### src/design/gda_pkg.sv
// Shared types and constants for the Gregorian date adder.
// Holds the mode and status codes, field widths and calendar constants.
// No dependencies; every other file imports this package.
`timescale 1ns / 1ps

package gda_pkg;

  // field widths of the transaction payloads
  localparam int MODE_W   = 2;
  localparam int DAY_W    = 5;
  localparam int MONTH_W  = 4;
  localparam int YEAR_W   = 15;
  localparam int AMOUNT_W = 12;
  localparam int STATUS_W = 2;

  // calendar limits
  localparam logic [YEAR_W-1:0]  YEAR_MAX        = 15'd32767;
  localparam logic [MONTH_W-1:0] MONTHS_PER_YEAR = 4'd12;
  localparam logic [MONTH_W-1:0] MONTH_FIRST     = 4'd1;
  localparam logic [MONTH_W-1:0] MONTH_FEB       = 4'd2;
  localparam logic [DAY_W-1:0]   DAY_FIRST       = 5'd1;
  localparam logic [DAY_W-1:0]   DAY_LAST_DEC    = 5'd31;
  localparam logic [DAY_W:0]     DAYS_PER_WEEK   = 6'd7;

  // divisibility by 25 through the inverse of 25 modulo 2^15
  localparam logic [YEAR_W-1:0] INV25     = 15'd23593;
  localparam logic [YEAR_W-1:0] DIV25_MAX = 15'd1310;

  // lengths of the months in a common year, January first
  localparam logic [DAY_W-1:0] MONTH_LEN [12] = '{
    5'd31, 5'd28, 5'd31, 5'd30, 5'd31, 5'd30,
    5'd31, 5'd31, 5'd30, 5'd31, 5'd30, 5'd31
  };

  typedef enum logic [MODE_W-1:0] {
    MODE_DAY   = 2'd0,
    MODE_WEEK  = 2'd1,
    MODE_MONTH = 2'd2,
    MODE_YEAR  = 2'd3
  } mode_t;

  typedef enum logic [STATUS_W-1:0] {
    ST_OK      = 2'd0,
    ST_INVALID = 2'd1,
    ST_SAT     = 2'd2
  } status_t;

  // result of one pass through the step unit
  typedef struct packed {
    logic [DAY_W-1:0]   day;
    logic [MONTH_W-1:0] month;
    logic [YEAR_W-1:0]  year;
    logic               ovf;
  } step_res_t;

endpackage

### src/design/gda_if.sv
// Valid/ready channel interfaces for the date adder.
// gda_in_if carries the start date transaction, gda_out_if the result.
// Depends on gda_pkg for field widths.
`timescale 1ns / 1ps

interface gda_in_if import gda_pkg::*; ();
  logic                valid;
  logic                ready;
  logic [MODE_W-1:0]   mode;
  logic [DAY_W-1:0]    start_day;
  logic [MONTH_W-1:0]  start_month;
  logic [YEAR_W-1:0]   start_year;
  logic [AMOUNT_W-1:0] amount;

  modport source (output valid, mode, start_day, start_month, start_year, amount,
                  input ready);
  modport sink   (input valid, mode, start_day, start_month, start_year, amount,
                  output ready);
endinterface

interface gda_out_if import gda_pkg::*; ();
  logic                valid;
  logic                ready;
  logic [DAY_W-1:0]    new_day;
  logic [MONTH_W-1:0]  new_month;
  logic [YEAR_W-1:0]   new_year;
  logic [STATUS_W-1:0] status;

  modport source (output valid, new_day, new_month, new_year, status,
                  input ready);
  modport sink   (input valid, new_day, new_month, new_year, status,
                  output ready);
endinterface

### src/design/gda_mlen.sv
// Month length unit: days in a month for a given year, leap rule included.
// Returns zero for a month code outside 1 to 12.
// Depends on gda_pkg.
`timescale 1ns / 1ps

module gda_mlen import gda_pkg::*; (
  input  logic [MONTH_W-1:0] month,
  input  logic [YEAR_W-1:0]  year,
  output logic [DAY_W-1:0]   len
);

  logic [YEAR_W-1:0] prod;
  logic              div4;
  logic              div16;
  logic              div25;
  logic              leap;

  // leap: divisible by 4 and (not by 100, or by 400)
  // by 100 = by 4 and by 25; by 400 = by 16 and by 25
  assign prod  = year * INV25;
  assign div25 = (prod <= DIV25_MAX);
  assign div4  = (year[1:0] == 2'd0);
  assign div16 = (year[3:0] == 4'd0);
  assign leap  = div4 && (!div25 || div16);

  // table lookup with february patched for leap years
  always_comb begin
    if (month < MONTH_FIRST || month > MONTHS_PER_YEAR) begin
      len = '0;
    end else if (month == MONTH_FEB) begin
      len = leap ? 5'd29 : 5'd28;
    end else begin
      len = MONTH_LEN[month - MONTH_FIRST];
    end
  end

endmodule

### src/design/gda_step.sv
// Shared step unit: advances a date by one day, one week or one month.
// Carries into the next month and year and flags a step past year maximum.
// Depends on gda_pkg; the month length comes from gda_mlen outside.
`timescale 1ns / 1ps

module gda_step import gda_pkg::*; (
  input  mode_t              op,
  input  logic [DAY_W-1:0]   day,
  input  logic [MONTH_W-1:0] month,
  input  logic [YEAR_W-1:0]  year,
  input  logic [DAY_W-1:0]   mlen,
  output step_res_t          res
);

  logic [DAY_W:0] sum;
  logic           roll;

  // day sum and month rollover decision
  always_comb begin
    sum  = {1'b0, day} + ((op == MODE_WEEK) ? DAYS_PER_WEEK : 6'd1);
    roll = (op == MODE_MONTH) || (op == MODE_YEAR) || (sum > {1'b0, mlen});
  end

  // next date with month and year carry
  always_comb begin
    res.day   = sum[DAY_W-1:0];
    res.month = month;
    res.year  = year;
    res.ovf   = 1'b0;
    if ((op == MODE_MONTH) || (op == MODE_YEAR)) begin
      res.day = day;
    end else if (roll) begin
      res.day = DAY_W'(sum - {1'b0, mlen});
    end
    if (roll) begin
      if (month < MONTHS_PER_YEAR) begin
        res.month = month + 4'd1;
      end else if (year < YEAR_MAX) begin
        res.month = MONTH_FIRST;
        res.year  = year + 15'd1;
      end else begin
        res.ovf = 1'b1;
      end
    end
  end

endmodule

### src/design/gregorian_date_adder.sv
// Gregorian date adder: top level with the sequencer and output register.
// Uses gda_pkg, the channel interfaces, gda_mlen and gda_step.
// One transaction in, one transaction out.
`timescale 1ns / 1ps

// Takes a start date, an amount and a mode (days, weeks, months, years) and
// returns the advanced date. A transaction passes the states check, run and
// done, with a clamp state before done in month and year mode. In run the
// shared step unit moves the date by one day, one week or one month per cycle,
// and year mode adds the amount to the year at once; an invalid start date goes
// from check to done, passed through with status invalid. A step past the last
// year ends the walk early. A result past 31 December 32767 saturates to that
// date with status saturated. The block takes a new transaction once the
// previous one has left the sequencer; the finished result waits in the output
// register, and a result that cannot enter it holds the sequencer.
module gregorian_date_adder import gda_pkg::*; (
  input  logic       clk,
  input  logic       rst_n,
  gda_in_if.sink     in_ch,
  gda_out_if.source  out_ch
);

  typedef enum logic [2:0] {
    S_IDLE,
    S_CHECK,
    S_RUN,
    S_CLAMP,
    S_DONE
  } state_t;

  state_t              state_r,  state_nxt;
  mode_t               mode_r,   mode_nxt;
  logic [DAY_W-1:0]    day_r,    day_nxt;
  logic [MONTH_W-1:0]  month_r,  month_nxt;
  logic [YEAR_W-1:0]   year_r,   year_nxt;
  logic [AMOUNT_W-1:0] cnt_r,    cnt_nxt;
  status_t             stat_r,   stat_nxt;
  logic                ov_r,     ov_nxt;
  logic [DAY_W-1:0]    oday_r,   oday_nxt;
  logic [MONTH_W-1:0]  omonth_r, omonth_nxt;
  logic [YEAR_W-1:0]   oyear_r,  oyear_nxt;
  status_t             ostat_r,  ostat_nxt;

  logic [DAY_W-1:0]    mlen;
  step_res_t           step;
  logic [YEAR_W:0]     ysum;

  // month length of the working date, shared by check, step and clamp
  gda_mlen u_mlen (
    .month (month_r),
    .year  (year_r),
    .len   (mlen)
  );

  gda_step u_step (
    .op    (mode_r),
    .day   (day_r),
    .month (month_r),
    .year  (year_r),
    .mlen  (mlen),
    .res   (step)
  );

  assign ysum = {1'b0, year_r} + (YEAR_W+1)'(cnt_r);

  // handshake and result ports
  assign in_ch.ready      = (state_r == S_IDLE);
  assign out_ch.valid     = ov_r;
  assign out_ch.new_day   = oday_r;
  assign out_ch.new_month = omonth_r;
  assign out_ch.new_year  = oyear_r;
  assign out_ch.status    = ostat_r;

  // sequencer
  always_comb begin
    state_nxt  = state_r;
    mode_nxt   = mode_r;
    day_nxt    = day_r;
    month_nxt  = month_r;
    year_nxt   = year_r;
    cnt_nxt    = cnt_r;
    stat_nxt   = stat_r;
    ov_nxt     = ov_r;
    oday_nxt   = oday_r;
    omonth_nxt = omonth_r;
    oyear_nxt  = oyear_r;
    ostat_nxt  = ostat_r;

    if (ov_r && out_ch.ready) begin
      ov_nxt = 1'b0;
    end

    case (state_r)
      S_IDLE: begin
        if (in_ch.valid) begin
          mode_nxt  = mode_t'(in_ch.mode);
          day_nxt   = in_ch.start_day;
          month_nxt = in_ch.start_month;
          year_nxt  = in_ch.start_year;
          cnt_nxt   = in_ch.amount;
          stat_nxt  = ST_OK;
          state_nxt = S_CHECK;
        end
      end
      S_CHECK: begin
        // mlen is zero for a bad month, so the day compare covers it
        if (day_r == '0 || day_r > mlen) begin
          stat_nxt  = ST_INVALID;
          state_nxt = S_DONE;
        end else begin
          state_nxt = S_RUN;
        end
      end
      S_RUN: begin
        if (mode_r == MODE_YEAR) begin
          if (ysum[YEAR_W]) begin
            stat_nxt  = ST_SAT;
            state_nxt = S_DONE;
          end else begin
            year_nxt  = ysum[YEAR_W-1:0];
            state_nxt = S_CLAMP;
          end
        end else if (cnt_r == '0) begin
          state_nxt = (mode_r == MODE_MONTH) ? S_CLAMP : S_DONE;
        end else if (step.ovf) begin
          stat_nxt  = ST_SAT;
          state_nxt = S_DONE;
        end else begin
          day_nxt   = step.day;
          month_nxt = step.month;
          year_nxt  = step.year;
          cnt_nxt   = cnt_r - 12'd1;
        end
      end
      S_CLAMP: begin
        if (day_r > mlen) begin
          day_nxt = mlen;
        end
        state_nxt = S_DONE;
      end
      S_DONE: begin
        if (!ov_r || out_ch.ready) begin
          ov_nxt     = 1'b1;
          ostat_nxt  = stat_r;
          if (stat_r == ST_SAT) begin
            oday_nxt   = DAY_LAST_DEC;
            omonth_nxt = MONTHS_PER_YEAR;
            oyear_nxt  = YEAR_MAX;
          end else begin
            oday_nxt   = day_r;
            omonth_nxt = month_r;
            oyear_nxt  = year_r;
          end
          state_nxt = S_IDLE;
        end
      end
      default: begin
        state_nxt = S_IDLE;
      end
    endcase
  end

  // state and registered outputs
  always_ff @(posedge clk) begin
    if (!rst_n) begin
      state_r <= S_IDLE;
      ov_r    <= 1'b0;
    end else begin
      state_r <= state_nxt;
      ov_r    <= ov_nxt;
    end
    mode_r   <= mode_nxt;
    day_r    <= day_nxt;
    month_r  <= month_nxt;
    year_r   <= year_nxt;
    cnt_r    <= cnt_nxt;
    stat_r   <= stat_nxt;
    oday_r   <= oday_nxt;
    omonth_r <= omonth_nxt;
    oyear_r  <= oyear_nxt;
    ostat_r  <= ostat_nxt;
  end

  // saturated results always carry the last representable date
  a_sat_date: assert property (@(posedge clk) disable iff (!rst_n)
    (out_ch.valid && out_ch.status == ST_SAT) |->
      (out_ch.new_day == DAY_LAST_DEC && out_ch.new_month == MONTHS_PER_YEAR &&
       out_ch.new_year == YEAR_MAX))
    else $error("saturated result without last date");

  // a good result has a nonzero day and a month from 1 to 12
  a_ok_range: assert property (@(posedge clk) disable iff (!rst_n)
    (out_ch.valid && out_ch.status == ST_OK) |->
      (out_ch.new_day != '0 && out_ch.new_month >= MONTH_FIRST &&
       out_ch.new_month <= MONTHS_PER_YEAR))
    else $error("result date out of range with status ok");

  // a new result only appears out of the final sequencer state
  a_done_src: assert property (@(posedge clk) disable iff (!rst_n)
    (ov_nxt && (!ov_r || out_ch.ready)) |-> (state_r == S_DONE))
    else $error("result loaded outside the done state");

endmodule

### src/flat_wrapper.sv
// flat-port wrapper written by rule: the top's interface ports become plain ports
module gregorian_date_adder_flat import gda_pkg::*;
  (clk, rst_n, in_ch_valid, in_ch_mode, in_ch_start_day, in_ch_start_month, in_ch_start_year, in_ch_amount, in_ch_ready, out_ch_valid, out_ch_new_day, out_ch_new_month, out_ch_new_year, out_ch_status, out_ch_ready);
  gda_in_if in_ch_i ();
  gda_out_if out_ch_i ();
  input  logic clk;
  input  logic rst_n;
  input wire logic [$bits(in_ch_i.valid)-1:0] in_ch_valid;
  input wire logic [$bits(in_ch_i.mode)-1:0] in_ch_mode;
  input wire logic [$bits(in_ch_i.start_day)-1:0] in_ch_start_day;
  input wire logic [$bits(in_ch_i.start_month)-1:0] in_ch_start_month;
  input wire logic [$bits(in_ch_i.start_year)-1:0] in_ch_start_year;
  input wire logic [$bits(in_ch_i.amount)-1:0] in_ch_amount;
  output wire logic [$bits(in_ch_i.ready)-1:0] in_ch_ready;
  output wire logic [$bits(out_ch_i.valid)-1:0] out_ch_valid;
  output wire logic [$bits(out_ch_i.new_day)-1:0] out_ch_new_day;
  output wire logic [$bits(out_ch_i.new_month)-1:0] out_ch_new_month;
  output wire logic [$bits(out_ch_i.new_year)-1:0] out_ch_new_year;
  output wire logic [$bits(out_ch_i.status)-1:0] out_ch_status;
  input wire logic [$bits(out_ch_i.ready)-1:0] out_ch_ready;
  assign in_ch_i.valid = in_ch_valid;
  assign in_ch_i.mode = in_ch_mode;
  assign in_ch_i.start_day = in_ch_start_day;
  assign in_ch_i.start_month = in_ch_start_month;
  assign in_ch_i.start_year = in_ch_start_year;
  assign in_ch_i.amount = in_ch_amount;
  assign in_ch_ready = in_ch_i.ready;
  assign out_ch_valid = out_ch_i.valid;
  assign out_ch_new_day = out_ch_i.new_day;
  assign out_ch_new_month = out_ch_i.new_month;
  assign out_ch_new_year = out_ch_i.new_year;
  assign out_ch_status = out_ch_i.status;
  assign out_ch_i.ready = out_ch_ready;
  gregorian_date_adder u_core (.clk(clk), .rst_n(rst_n), .in_ch(in_ch_i), .out_ch(out_ch_i));
endmodule
### config.mk
export PLATFORM = sky130hd
export DESIGN_NAME = gregorian_date_adder_flat
export DESIGN_NICKNAME = d
export VERILOG_FILES = /design/src/design/gda_pkg.sv /design/src/design/gda_if.sv /design/src/design/gda_mlen.sv /design/src/design/gda_step.sv /design/src/design/gregorian_date_adder.sv /design/src/flat_wrapper.sv
export SDC_FILE = /design/constraint.sdc
export NUM_CORES = 1
export LEC_CHECK = 0
export ABC_AREA = 1
export BUFFER_PORTS_ARGS = -buffer_cell sky130_fd_sc_hd__buf_4
export CORE_ASPECT_RATIO = 1.5
export CORE_UTILIZATION = 30
export CTS_BUF_LIST = sky130_fd_sc_hd__clkbuf_8
export DETAILED_ROUTE_END_ITERATION = 12
export HOLD_SLACK_MARGIN = 0.05
export PLACE_DENSITY = 0.44
export SETUP_SLACK_MARGIN = 0.15
export SKIP_CTS_REPAIR_TIMING = 1
export SLEW_MARGIN = 15
export SYNTH_ARGS = -nofsm -noshare
export SYNTH_HDL_FRONTEND = slang
export SYNTH_SLANG_ARGS = --single-unit
### constraint.sdc
create_clock -name clk -period 9.3 [get_ports clk]
set_clock_uncertainty 0.15 [all_clocks]
set_input_delay 1.86 -clock clk [delete_from_list [all_inputs] [get_ports clk]]
set_output_delay 1.86 -clock clk [all_outputs]
set_load 0.01 [all_outputs]
# After elaboration in Yosys (flattened, before gate mapping)
# Memories as Yosys holds them, arrays and structs flattened.
# Cells that the tools add are included.
# Widths: inputs -> output; s select.
classes:
  addsub: 7
  n_mul: 1
  magnitude_cmp: 8
  n_eq_ne: 28
  mux: 54
  bitwise_logic: 1
  n_reduce_logical: 26
ops:
  columns: ["operator", "count"]
  rows:
  - ["$mux 15", 5]
  - ["$mux 5", 11]
  - ["$mux 12", 4]
  - ["$pmux 15 s2", 1]
  - ["$mux 3", 9]
  - ["$pmux 12 s2", 1]
  - ["$mux 20", 1]
  - ["$mux 4", 5]
  - ["$mux 19", 1]
  - ["$add 15x12->16", 1]
  - ["$mux 16", 1]
  - ["$add 15x1->15 const B", 1]
  - ["$le 15x11->1 const B", 1]
  - ["$lt 15x15->1 const B", 1]
  - ["$mul 15x15->15 const B", 1]
  - ["$ne 3x2->1 const B", 5]
  - ["$pmux 3 s5", 1]
  - ["$pmux 5 s3", 1]
  - ["$reduce_and 7->1", 2]
  - ["$logic_not 12->1", 1]
  - ["$mux 2", 6]
  - ["$ne 2x2->1 const B", 6]
  - ["$sub 12x1->12 const B", 1]
  - ["$ne 3x3->1 const B", 3]
  - ["other kinds (37)", 55]
totals:
  ff_bits: 70
  romBits: 80
  in_bits: 42
  output_inout_bits: 28
  wordCells: 138
  mem_count: 1
memory_table:
  columns: ["memory", "depth", "word_bits", "read_ports", "rd_clocked_by_memory_dff", "wr", "line_no", "source"]
  rows:
  - ["(no name shown)", 16, 5, 1, 0, 0, "gda_mlen.sv:33", "len = MONTH_LEN[month - MONTH_FIRST];"]

# Logic depth before layout (Yosys ltp)
logic_depth:
  depth_word: 16
  mapped_depth: 40
  mapped_depth_nobuf: 40

# Modules after synthesis
# Synthesis repeated with hierarchy kept, for this count alone.
unflattened:
  hier_cells: 987
  hier_area_um2: 7269.5
modules_own_cells:
  columns: ["module", "instances", "cells_each", "area_each_um2", "seq_area_each_um2"]
  rows:
  - ["gregorian_date_adder", 1, 479, 4244.1, 2062.0]
  - ["gda_mlen", 1, 228, 1662.8, 0.0]
  - ["gda_step", 1, 280, 1362.6, 0.0]

# Worst setup path before layout
# No wires, ideal clock.
synth_path:
  path_type: "reg2reg"
  startpoint: "register u_core.year_r[3]"
  endpoint: "register u_core.year_r[0], enable pin"
  setup_time_ns: 0.406
  arrival_time_ns: 6.277
  required_time_ns: 8.744
  setup_slack_ns: 2.467
  stages_incl_launch_ff: 31
  n_path_buf: 0
  period_less_slack_ns: 6.833
  cell_sequence: "edfxtp_1 -> inv_1 -> ha_1 -> ha_1 -> inv_1 -> fa_1 -> inv_1 -> fa_1 -> fa_1 -> ha_1 -> ha_1 -> a21oi_1 -> o21ai_0 -> a21o_1 -> nand3_1 -> nand3_1 -> nand2_1 -> nand2_1 -> ha_1 -> fa_1 -> inv_1 -> nand3_1 -> nand2_1 -> nand2_1 -> nand2_1 -> o21ai_1 -> nand2_2 -> nor2_1 -> inv_1 -> nand4_1 -> nor3_1"
synth_via:
  elab_chain_len: 13
  elab_cells_between_ends: 21
  classes_between: "1 x add/sub; 1 x mul; 3 x order compare; 4 x eq/ne; 6 x mux; 6 x reduce/logical"
synth_rtl:
  columns: ["item", "line_no", "source"]
  rows:
  - ["start, declared", "gregorian_date_adder.sv:35", "logic [YEAR_W-1:0] year_r, year_nxt;"]
  - ["start signal, assigned", "gregorian_date_adder.sv:175", "year_r <= year_nxt;"]
  - ["$mul 15x15->15", "gda_mlen.sv:20", "assign prod = year * INV25;"]
  - ["$le 15x11->1", "gda_mlen.sv:21", "assign div25 = (prod <= DIV25_MAX);"]
  - ["$logic_not 1->1", "gda_mlen.sv:24", "assign leap = div4 && (!div25 || div16);"]
  - ["$logic_or 1x1->1", "gda_mlen.sv:24", null]
  - ["$logic_and 1x1->1", "gda_mlen.sv:24", null]
  - ["$mux 1", "gda_mlen.sv:31", "len = leap ? 5'd29 : 5'd28;"]
  - ["$mux 5", "gda_mlen.sv:30", "end else if (month == MONTH_FEB) begin"]
  - ["$mux 5", "gda_mlen.sv:28", "if (month < MONTH_FIRST || month > MONTHS_PER_YEAR) begin"]
  - ["$gt 6x5->1", "gda_step.sv:21", "roll = (op == MODE_MONTH) || (op == MODE_YEAR) || (sum > {1'b0, mlen});"]
  - ["$logic_or 1x1->1", "gda_step.sv:21", null]
  - ["$mux 20", "gda_step.sv:35", "if (roll) begin"]
  - ["$ne 3x3->1 (no line)", null, null]
  - ["$reduce_and 8->1 (no line) *", null, null]
# Mark *: on every way between the ends. The rest lies on a longest branch, timed or not. The select of a mux whose other input is x is not followed.
# A chain may end at the register's enable or synchronous reset.

# Final worst setup path
layout_path:
  startpoint: "register u_core.year_r[8]"
  endpoint: "register u_core.stat_r[1], enable pin"
layout_via:
  elab_chain_len: 13
  elab_cells_between_ends: 21
  classes_between: "1 x add/sub; 1 x mul; 4 x order compare; 3 x eq/ne; 6 x mux; 6 x reduce/logical"
layout_rtl:
  columns: ["item", "line_no", "source"]
  rows:
  - ["$mul 15x15->15", "gda_mlen.sv:20", null]
  - ["$le 15x11->1", "gda_mlen.sv:21", null]
  - ["$logic_not 1->1", "gda_mlen.sv:24", null]
  - ["$logic_or 1x1->1", "gda_mlen.sv:24", null]
  - ["$logic_and 1x1->1", "gda_mlen.sv:24", null]
  - ["$mux 1", "gda_mlen.sv:31", null]
  - ["$mux 5", "gda_mlen.sv:30", null]
  - ["$mux 5", "gda_mlen.sv:28", null]
  - ["$gt 6x5->1", "gda_step.sv:21", null]
  - ["$logic_or 1x1->1", "gda_step.sv:21", null]
  - ["$mux 20", "gda_step.sv:35", null]
  - ["$ne 3x1->1 (no line)", null, null]
  - ["$reduce_and 6->1 (no line) *", null, null]
  - ["end signal, assigned", "gregorian_date_adder.sv:177", "stat_r <= stat_nxt;"]
  - ["end, declared", "gregorian_date_adder.sv:37", "status_t stat_r, stat_nxt;"]
# Marks and branches as above.

==> impl_metrics.tcl <==
set metrics [dict create \
    ff2ff_path_depth 33 \
    synthFlopType "edfxtp_1" \
    die_y_um 182 \
    clk_latency_ns 0.37 \
    setup_viol 0 \
    cp_max_fo 16 \
    worst_pin_slew_ns 0.987 \
    worstSetupEndpoint "u_core.stat_r[1]" \
    max_freq_mhz 145 \
    postSynthAreaPerCell_um2 7.91 \
    yosysTopAreaCellShare_pct 30.6 \
    drv_cap 0 \
    multi_input_area_mm2 0.00388 \
    ys_warn_count 0 \
    yosysTopAreaCell "edfxtp_1" \
    synth_compound_area_share_pct 10.0 \
    synth_edf_count 66 \
    rows 65 \
    rsz0062_at_grt "no" \
    nFillCells 2277 \
    grt_max_degree 45 \
    drt_first_pass_iters 4 \
    fin_setup_tns_ns 0 \
    die_area_mm2 0.0222 \
    dp.cells 1148 \
    dpl.hpwl_um 15400 \
    highest_layer "met4" \
    diodes 0 \
    critical_path.endpoint_type "register" \
    drt_iter0_drc 183 \
    cts_buffer_depth 2 \
    finalCritPeriodShare_pct 74.0 \
    io_pins 70 \
    path_common_cell "nand2_1" \
    route.met3.wl_um 443 \
    synth_area_mm2 0.00648 \
    post_route_cells_drive_above_1_share_pct 12.8 \
    vias 5599 \
    synth_cell_type_count 46 \
    post-place-ws_ns 2.46 \
    worst_setup_path_start_kind "register" \
    max_stage_delay_ns 0.62 \
    synth_most_common_cell "nand2_1" \
    r2r_setup_slack_ns 2.42 \
    overflow 0 \
    synthAdderAreaFrac_pct 21.7 \
    synth_common_cells "193 x nand2_1, 125 x inv_1, 85 x ha_1" \
    cp.depth 33 \
    root_buffer "clkbuf_8" \
    crit_arrival_ns 6.74 \
    antenna_found_initial 0 \
    netlist_instances 819 \
    crit_type "register to register" \
    cp.required_ns 9.16 \
    hp-class "register to register" \
    grt_use_total_pct 18.0 \
    synth_fp_nets 963 \
    fp.dieW_um 122 \
    cts.sinks 70 \
    finalNonFillerCells 1164 \
    fin_ws_ns 2.42 \
    h-tree-depth 3 \
    status "finished, final reports clean" \
    finalHoldViolations 0 \
    final_net_count 1035 \
    drc 0 \
    tritoncts "built" \
    viasPerCell 4.81 \
    synth-xor-area-share_pct 3.38 \
    timing.rr.start "u_core.year_r[8]" \
    path_clk_slew_ns 0.09 \
    grt_pass1_wl_um 29900 \
    totalWireLength_um 19000 \
    synth_mux_area_share_pct 0 \
    fin_util_pct 35.5 \
    seq_area_frac_synth_pct 31.8 \
    critPathSlowestCell "edfxtp_1" \
    coreArea_mm2 0.0211 \
    synthArstFlopShare_pct 0 \
    crit_buf_inv 6 \
    first_global_vias 5829 \
    syn2layout_area_growth_pct 15.9 \
    numCtsBuffers 9 \
    wl_per_cell_um 16.3 \
    place.gp.congestion 0.897 \
    min_period_ns 6.88 \
    cp-startpoint "u_core.year_r[8]" \
    regArea_mm2 0.00206 \
    slew_headroom_pct 33.5 \
    drv_slew 0 \
    synthTopCellsByArea "edfxtp_1 31%, ha_1 16%, nand2_1 11%" \
    synth-seq-cells 70 \
    cpLargestDelayFamily "adder cells" \
    synth_top_family_by_area "simple AND/OR/NAND/NOR gates" \
    wl_met2_um 10400 \
    r2r_end "u_core.stat_r[1]" \
    synth_simple_gate_area_share_pct 24.7 \
    ant_nets 0 \
    initial_core_util_pct 30.6 \
    wl_met1_um 7390 \
    port_buffers 69 \
]
## metal layers
metal,global-route usage [%],vias to the layer above
met3,2.45,29
met1,18.4,2605
li1,-,2871
met4,9.04,0
met2,34.6,94
met5,0,-
## stage by stage
step	hold slack (ns)	cell area, um2
3_5_place_dp	0.288	7310
5_1_grt	0.322	7510
3_3_place_gp	0.287	7310
4_1_cts	0.309	7510
6_report	0.309	7510
2_1_floorplan	0.276	6480
## cells by family (layout without fill, tap and decap cells)
kind of cell / count (synthesis) / after routing
compound gates: 114 / 114
xor+xnor: 25 / 25
fa+ha+maj: 102 / 102
buf+inv: 143 / 220
flops: 70 / 70
simple gates: 365 / 365
## placed cells by master (no fill, tap or decap), types with 2 or more instances in the layout
cell type	netlist	layout
nor3_2	3	4
inv_2	5	5
nand3_2	3	3
nor3_4	2	2
nor3_1	10	9
dfxtp_1	4	4
o31ai_1	2	2
fa_1	17	17
or2_2	5	5
buf_4	1	73
a32o_1	2	2
clkbuf_8	0	9
nand2_1	193	193
nand4_1	10	10
nand3b_1	3	3
o21ai_1	2	2
nor2_2	3	4
o211ai_1	4	4
nand3_1	47	47
inv_1	125	126
edfxtp_1	66	66
a21oi_1	43	43
xnor2_1	6	6
nand2_2	2	2
nor2_1	76	75
clkinvlp_4	0	3
or2_1	3	3
a31oi_1	15	15
o21ai_0	33	33
xor2_1	19	19
a21o_1	5	5
ha_1	85	85
## flip-flops by register name, indices dropped and copies added, names as in the netlist
name / count
u_core.out_ch.new_year: 15
u_core.year_r: 15
u_core.cnt_r: 12
u_core.day_r: 5
u_core.out_ch.new_day: 5
u_core.month_r: 4
u_core.out_ch.new_month: 4
u_core.state_r: 3
u_core.mode_r: 2
u_core.out_ch.status: 2
u_core.stat_r: 2
u_core.out_ch.valid: 1
## cell type report
type / count / area share (%)
Clock buffer: 9 / 1.65
Clock inverter: 7 / 0.983
Inverter: 131 / 6.55
Multi-Input combinational cell: 606 / 51.6
Sequential cell: 70 / 27.5
Tap cell: 268 / 4.46
Timing Repair Buffer: 73 / 7.30
## how the worst min path moves through the flow
stage,start,to,slack (ns),depth (start not counted)
after floorplan,u_core.stat_r[1],u_core.out_ch.status[1],0.28,0
after global placement,u_core.stat_r[1],u_core.out_ch.status[1],0.29,0
after detailed placement,u_core.stat_r[1],u_core.out_ch.status[1],0.29,0
after CTS,u_core.stat_r[1],u_core.out_ch.status[1],0.31,0
after global routing,u_core.stat_r[1],u_core.out_ch.status[1],0.32,0
final,u_core.stat_r[1],u_core.out_ch.status[1],0.31,0
Power is left out: the tool's default activity adds up to more than one toggle a clock period on the data nets, which glitch-free logic cannot reach.
